==> config.mk <==
export PLATFORM = sky130hd
export DESIGN_NAME = mbsb_ctrl
export DESIGN_NICKNAME = d
export VERILOG_FILES = /design/src/hw/rtl/mbsb_pkg.sv /design/src/hw/rtl/mbsb_ctrl.sv
export SDC_FILE = /design/constraint.sdc
export NUM_CORES = 1
export LEC_CHECK = 0
export BUFFER_PORTS_ARGS = -buffer_cell sky130_fd_sc_hd__buf_2
export CORE_ASPECT_RATIO = 1.25
export CORE_MARGIN = 5
export CORE_UTILIZATION = 45
export CTS_CLUSTER_SIZE = 20
export DETAILED_ROUTE_END_ITERATION = 10
export PLACE_DENSITY = 0.74
export SLEW_MARGIN = 20
export SYNTH_ARGS = -nofsm -noshare
export SYNTH_HDL_FRONTEND = slang
export SYNTH_SLANG_ARGS = --single-unit
==> constraint.sdc <==
create_clock -name clk -period 1.9 [get_ports clk]
set_clock_uncertainty 0.15 [all_clocks]
set_input_delay 0 -clock clk [delete_from_list [all_inputs] [get_ports clk]]
set_output_delay 0 -clock clk [all_outputs]
set_load 0.02 [all_outputs]
==> src/hw/rtl/mbsb_pkg.sv <==
`default_nettype none
// ----------------------------------------------------------------------------
// mbsb_pkg
// Shared constants, register indexes and controller/datapath types for the
// max-blend sprite blitter.
// ----------------------------------------------------------------------------
package mbsb_pkg;

  // Height map is MAP_DIM x MAP_DIM tiles
  localparam int MAP_DIM   = 512;
  localparam int MAP_AW    = $clog2(MAP_DIM);
  localparam int ADDR_W    = 2 * MAP_AW;
  localparam int MAP_DEPTH = MAP_DIM * MAP_DIM;

  // Field widths
  localparam int OP_W      = 2;
  localparam int COORD_W   = 9;
  localparam int HEIGHT_W  = 8;
  localparam int SIZE_W    = 10;
  localparam int FEAT_W    = 8;
  localparam int CNT_W     = 8;
  localparam int CFG_W     = 10;
  localparam int CFG_IDX_W = 3;

  // Axis modulus and the dividend of the remainder unit
  localparam int MOD_W     = 9;
  localparam int DVD_W     = MOD_W + 1;
  localparam int DIV_STEPS = DVD_W;
  localparam int DIV_CNT_W = $clog2(DIV_STEPS);

  // Opcodes; the spare code behaves as a read
  localparam logic [OP_W-1:0] OP_WRITE = 2'd0;
  localparam logic [OP_W-1:0] OP_BLEND = 2'd1;
  localparam logic [OP_W-1:0] OP_READ  = 2'd2;

  // Register indexes
  localparam logic [CFG_IDX_W-1:0] REG_MAP_WIDTH   = 3'd0;
  localparam logic [CFG_IDX_W-1:0] REG_MAP_HEIGHT  = 3'd1;
  localparam logic [CFG_IDX_W-1:0] REG_ORIGIN_X    = 3'd2;
  localparam logic [CFG_IDX_W-1:0] REG_ORIGIN_Y    = 3'd3;
  localparam logic [CFG_IDX_W-1:0] REG_FEAT_WIDTH  = 3'd4;
  localparam logic [CFG_IDX_W-1:0] REG_FEAT_HEIGHT = 3'd5;
  localparam logic [CFG_IDX_W-1:0] REG_TRANSPOSE   = 3'd6;
  localparam logic [CFG_IDX_W-1:0] REG_MIRROR      = 3'd7;

  // Register reset values
  localparam logic [SIZE_W-1:0] MAP_SIZE_RST = 10'd384;
  localparam logic [FEAT_W-1:0] FEAT_RST     = 8'd1;

  // Operand select of the shared remainder unit
  typedef enum logic [1:0] {
    MSEL_OX   = 2'd0,
    MSEL_OY   = 2'd1,
    MSEL_STEP = 2'd2
  } mod_sel_t;

  typedef struct packed {
    logic     load_item;
    logic     mod_start;
    mod_sel_t mod_sel;
    logic     cap_ox;
    logic     cap_oy;
    logic     walk_init;
    logic     write_tile;
    logic     mem_read;
    logic     mem_finish;
    logic     step_apply;
    logic     load_out;
  } dp_cmd_t;

  typedef struct packed {
    logic mod_done;
    logic item_blend;
    logic step_mod;
  } dp_status_t;

endpackage

`default_nettype wire

==> src/hw/rtl/mbsb_ctrl.sv <==
`default_nettype none
// ----------------------------------------------------------------------------
// mbsb_ctrl
// Controller: sequences one item through the datapath and owns both
// handshakes.
// ----------------------------------------------------------------------------
module mbsb_ctrl (
  input  logic                      clk,
  input  logic                      rst,
  input  logic                      in_valid,
  output logic                      in_stall,
  input  logic [mbsb_pkg::OP_W-1:0] opcode,
  output logic                      out_valid,
  input  logic                      out_stall,
  input  mbsb_pkg::dp_status_t      status,
  output mbsb_pkg::dp_cmd_t         cmd
);
  import mbsb_pkg::*;

  typedef enum logic [8:0] {
    S_IDLE     = 9'b000000001,
    S_WRITE    = 9'b000000010,
    S_OX       = 9'b000000100,
    S_OY       = 9'b000001000,
    S_WALK     = 9'b000010000,
    S_RD_ISSUE = 9'b000100000,
    S_RD_DATA  = 9'b001000000,
    S_STEP     = 9'b010000000,
    S_FINISH   = 9'b100000000
  } state_t;

  state_t state, state_next;
  logic   out_valid_next;

  always_comb begin
    state_next = state;
    cmd        = '0;
    cmd.mod_sel = MSEL_OX;
    case (state)
      S_IDLE: begin
        if (in_valid) begin
          cmd.load_item = 1'b1;
          if (opcode == OP_WRITE) begin
            state_next = S_WRITE;
          end else if (opcode == OP_BLEND) begin
            cmd.mod_start = 1'b1;
            state_next    = S_OX;
          end else begin
            state_next = S_RD_ISSUE;
          end
        end
      end
      S_WRITE: begin
        cmd.write_tile = 1'b1;
        state_next     = S_FINISH;
      end
      S_OX: begin
        if (status.mod_done) begin
          cmd.cap_ox    = 1'b1;
          cmd.mod_start = 1'b1;
          cmd.mod_sel   = MSEL_OY;
          state_next    = S_OY;
        end
      end
      S_OY: begin
        cmd.mod_sel = MSEL_OY;
        if (status.mod_done) begin
          cmd.cap_oy = 1'b1;
          state_next = S_WALK;
        end
      end
      S_WALK: begin
        cmd.walk_init = 1'b1;
        state_next    = S_RD_ISSUE;
      end
      S_RD_ISSUE: begin
        cmd.mem_read = 1'b1;
        state_next   = S_RD_DATA;
      end
      S_RD_DATA: begin
        cmd.mem_finish = 1'b1;
        cmd.mod_sel    = MSEL_STEP;
        if (!status.item_blend) begin
          state_next = S_FINISH;
        end else if (status.step_mod) begin
          cmd.mod_start = 1'b1;
          state_next    = S_STEP;
        end else begin
          // last pixel: restart the walk, no remainder needed
          cmd.step_apply = 1'b1;
          state_next     = S_FINISH;
        end
      end
      S_STEP: begin
        cmd.mod_sel = MSEL_STEP;
        if (status.mod_done) begin
          cmd.step_apply = 1'b1;
          state_next     = S_FINISH;
        end
      end
      S_FINISH: begin
        // hold until the output register is free or being emptied
        if (!out_valid || !out_stall) begin
          cmd.load_out = 1'b1;
          state_next   = S_IDLE;
        end
      end
      default: begin
        state_next = S_IDLE;
      end
    endcase
  end

  always_comb begin
    if (cmd.load_out) begin
      out_valid_next = 1'b1;
    end else if (out_valid && !out_stall) begin
      out_valid_next = 1'b0;
    end else begin
      out_valid_next = out_valid;
    end
  end

  always_ff @(posedge clk) begin
    if (rst) begin
      state     <= S_IDLE;
      out_valid <= 1'b0;
    end else begin
      state     <= state_next;
      out_valid <= out_valid_next;
    end
  end

  assign in_stall = (state != S_IDLE);

endmodule

`default_nettype wire

# --- Yosys cells after proc, flatten, opt, wreduce, memory -nomap -nowiden ---
# Index checks and enable logic that the tools add are counted.
word_totals:
  mem_count: 0
  word_cells: 59
  ff_bits: 10
  input_bits: 9
  latchBits: 0
  mem_bits_rw: 0
  mem_bits_ro: 0
classes:
  reduce_logical: 8
  mux: 33
  n_shift: 0
  bitwise_logic: 0
  n_eq_ne: 16
  n_lt_le_gt_ge: 0
  div_mod_pow: 0
  n_addsub: 0
  mul: 0
op_table:
  columns: ["operator", "n"]
  rows:
  - ["$pmux 9 s9", 1]
  - ["$mux 9", 8]
  - ["$mux 1", 18]
  - ["$ne 2x2->1 const B", 5]
  - ["$eq 9x1->1 const B", 1]
  - ["$eq 9x2->1 const B", 1]
  - ["$eq 9x3->1 const B", 1]
  - ["$eq 9x4->1 const B", 1]
  - ["$eq 9x5->1 const B", 1]
  - ["$eq 9x6->1 const B", 1]
  - ["$eq 9x7->1 const B", 1]
  - ["$eq 9x8->1 const B", 1]
  - ["$eq 9x9->1 const B", 1]
  - ["$ne 9x1->1 const B", 1]
  - ["$mux 6", 1]
  - ["$pmux 2 s3", 1]
  - ["$reduce_and 5->1", 1]
  - ["$mux 4", 1]
  - ["$pmux 1 s3", 1]
  - ["$eq 2x1->1 const B", 1]
  - ["$logic_not 1->1", 2]
  - ["$logic_not 2->1", 1]
  - ["$mux 2", 1]
  - ["$pmux 1 s2", 1]
  - ["4 further kinds", 4]

# --- Logic depth before layout (Yosys ltp) ---
logic_depth:
  word_depth: 5
  depth_mapped: 5
  depth_no_buf: 4

# --- Worst setup path before layout ---
# OpenSTA, ideal clock, no wires.
synth_timing:
  path_type: "flip-flop to flip-flop"
  start: "register state[7]"
  end: "register state[8]"
  slack_ns: -0.322
  path_stages_with_launch: 6
  required_ns: 1.658
  arrival_time_ns: 1.979
  period_less_slack_ns: 2.222
  path_buffers: 1
  cell_sequence: "dfxtp_1 > clkbuf_1 > or4b_1 > nor3_1 > a22oi_1 > o32ai_1"
synth_between:
  elab_chain_len: 3
synth_lines:
  columns: ["element", "line_no", "rtl"]
  rows:
  - ["from (decl)", "mbsb_ctrl.sv:32", "state_t state, state_next;"]
  - ["from (signal assigned)", "mbsb_ctrl.sv:129", "state <= state_next;"]
  - ["$eq 9x9->1 (tied with other cells)", "mbsb_ctrl.sv:39", "case (state)"]
  - ["$ne 2x2->1 (no source line)", null, null]
  - ["$reduce_and 5->1 (no source line)", null, null]
# Parallel ways exist; a longest one is shown, timed or not.
# A chain may end at the register's enable or synchronous reset.

==> out/results.txt <==
Status: finished, violations left
Failing checks: negative setup slack
Unrepaired setup endpoints after global routing: yes
Post-synth top area share: 25.1%
Period utilisation layout: 122%
Clk Latency, worst-skew pair: 0.28 ns
Wire length per cell: 17.0 um
Commonest non-fill, non-tap cell in the layout: buf_4
Routed wl met2: 1.65 mm
Met3 wire len: 137 um
Post-Place Cells: 160
Via count: 1062
Final instance area: 1380 um2
Async set or reset register ratio after synthesis: 0%
Fmax: 0.430 GHz
Mapped Avg Cell Area: 7.46 um2
Sink Count: 10
CP Cell Sequence: or4b_4 -> or3_4 -> or4_4 -> nand3b_1 -> buf_6
Max Slew Vio Count: 0
FF+latch count, synth: 10
Top_reg_cell synth: dfxtp_1
Total power: 701 uW
Worst setup EP type: output port
Seq/Total Area, Yosys: 25.1%
Cell Rows: 17
GRT Resource Usage Total: 22.4%
CTS tree: done
HPWL after detailed placement: 1.96 mm
H-Tree Depth: 1
Area leader, netlist: dfxtp_1
Full die area: 2720 um2
Routed WL: 3.10 mm
Vias per cell: 5.84
Leak Pwr: 0.659 nW
Highest metal used: met4
Met1 Routed Length: 1.25 mm
Hold slack: 0.308 ns
Port bufs: 22
Slowest-stage cell, CP: or4b_4
Share of cells above drive strength 1: 48.5%
Post-synthesis mux area share: 0%
Core area: 1720 um2
Placement Setup Slack: -0.126 ns
Delay-heaviest family, CP: simple AND/OR/NAND/NOR gates
Initial antenna violation count: 0
Fin Setup TNS: -1.78 ns
Final nets: 174
Die Y: 57.1 um
Clk slew on worst S/H paths: 0.07 ns
Max-Slew Margin vs Limit: 73.3%
I/O pins: 23
Finished Layout Cells: 182
Top post-synthesis cells by area: dfxtp_1 25%, nor2_1 5.6%, nand2_1 4.7%
Total of max-cap violations: 0
Commonest non-fill, non-tap cells in the layout: 23 x buf_4, 16 x buf_2, 13 x buf_6, 11 x nor2_1, 10 x nand2_1
Antenna Nets Post-Route: 0
VDD IR max: 451 uV
Simple-gate share of the synthesized area: 46.1%
WP buf/inv: 1
DP Area: 1040 um2
Post-Synthesis Cell Area: 798 um2
DRT iter0 DRCs: 35
Arrival time at the worst endpoint: 2.18 ns
GRT overflow: 0
Vias in the first global route: 1000
Synth Area in Compound Gates: 18.7%
ANT cells: 0
Pin count of the biggest net entering global routing: 10
CP Launch Type: register
Worst-Margin Slew: 0.397 ns
Longest Clk Path Bufs: 2
Drc violations: 0
Mapped Nets: 116
Largest family of logic cells by synthesized area: simple AND/OR/NAND/NOR gates
Hold Crit Class: input port to register
Routability Congestion: 0.905
Unique masters post-synth: 43
Crit path kind: register to output port
EDFF count, synth: 0
Post-Synth Adder-Cell Area: 0%
Worst setup margin: -0.426 ns
Syn. warnings: 0
Starting density of the core: 46.3%
Power per Cell Area: 508 nW/um2
DR pass1 iterations: 4
Die Span X: 47.7 um
CP Data Required Time: 1.75 ns
First-pass GRT wire length: 4.41 mm
Final hold viol count: 0
Min Tclk post-route: 2.33 ns
Slowest stage delay, CP: 0.54 ns
Cts bufs inserted: 3
Area Overhead vs Synth: 72.9%
Synth Instances: 107
Setup violations, final: 12
Layout Utilization: 80.1%
XOR/XNOR share of the synthesized area: 3.29%
CTS Root Buffer Type: clkbuf_4
Critical path peak fanout: 2
==> layout make-up <==
type / count / area, um2
Inverter: 4 / 15.0
Fill cell: 108 / 343
Tap cell: 19 / 23.8
Timing Repair Buffer: 60 / 479
Sequential cell: 10 / 205
Multi-Input combinational cell: 86 / 634
Clock buffer: 3 / 22.5
==> sequential cells by signal, summed over array words and instances, names as in the netlist <==
name and cells:
state 9, out_valid 1
==> kinds of logic after synthesis <==
| kind of cell | Yosys count |
|---|---|
| buffers and inverters | 11 |
| DFF | 10 |
| xor gates and xnor gates | 3 |
| AOI/OAI and AO/OA | 22 |
| and+or+nand+nor | 61 |
==> where the power goes <==
| part | internal [mW] | total (mW) | switching, mW |
|---|---|---|---|
| Sequential | 0.218 | 0.223 | 0.00421 |
| Combinational | 0.169 | 0.323 | 0.153 |
| Clock | 0.0736 | 0.156 | 0.0824 |
==> synthesized netlist by cell type (2+ instances only) <==
cell	count
or2_2	2
nand3b_1	5
a21oi_1	6
nand2_1	10
nor3_1	7
nor4_1	2
nor2_1	12
xor2_1	2
clkbuf_1	3
inv_1	4
or4b_1	2
nand4_1	2
dfxtp_1	10
buf_2	2
nor2b_1	3
or3_1	2
o21ai_0	5
o31ai_1	3
==> worst reg2reg max path: cells and delay by family, from the launching register on <==
kind	cells	cell delay, ns
AO/OA/AOI/OAI	1	0.11
buffers and inverters	2	0.26
AND/OR/NAND/NOR	3	1.33
flip-flops	1	0.33
==> worst paths after layout <==
check | startpoint | to | slack (ns) | depth (start not counted)
setup / recovery | state[1] | cmd[10] | -0.43 | 5
hold / removal | opcode[1] | state[1] | 0.31 | 3
setup reg to reg | state[1] | state[2] | -0.35 | 6
hold reg to reg | out_valid | out_valid | 0.44 | 2
==> per-layer routing <==
metal,vias to the layer above,track usage [%]
li1,509,-
met3,5,4.10
met2,41,39.1
met5,-,0
met1,507,25.8
met4,0,8.46
==> timing repair <==
action / CTS / global route
hold buffers: 8 / 0
gates resized for setup: 28 / 16
endpoints found under the setup margin: 14 / 17
endpoints found under the hold margin: 8 / 0
pin swaps: 7 / 5
setup buffers: 8 / 6
Note: power is estimated with default switching activity, not from simulation.
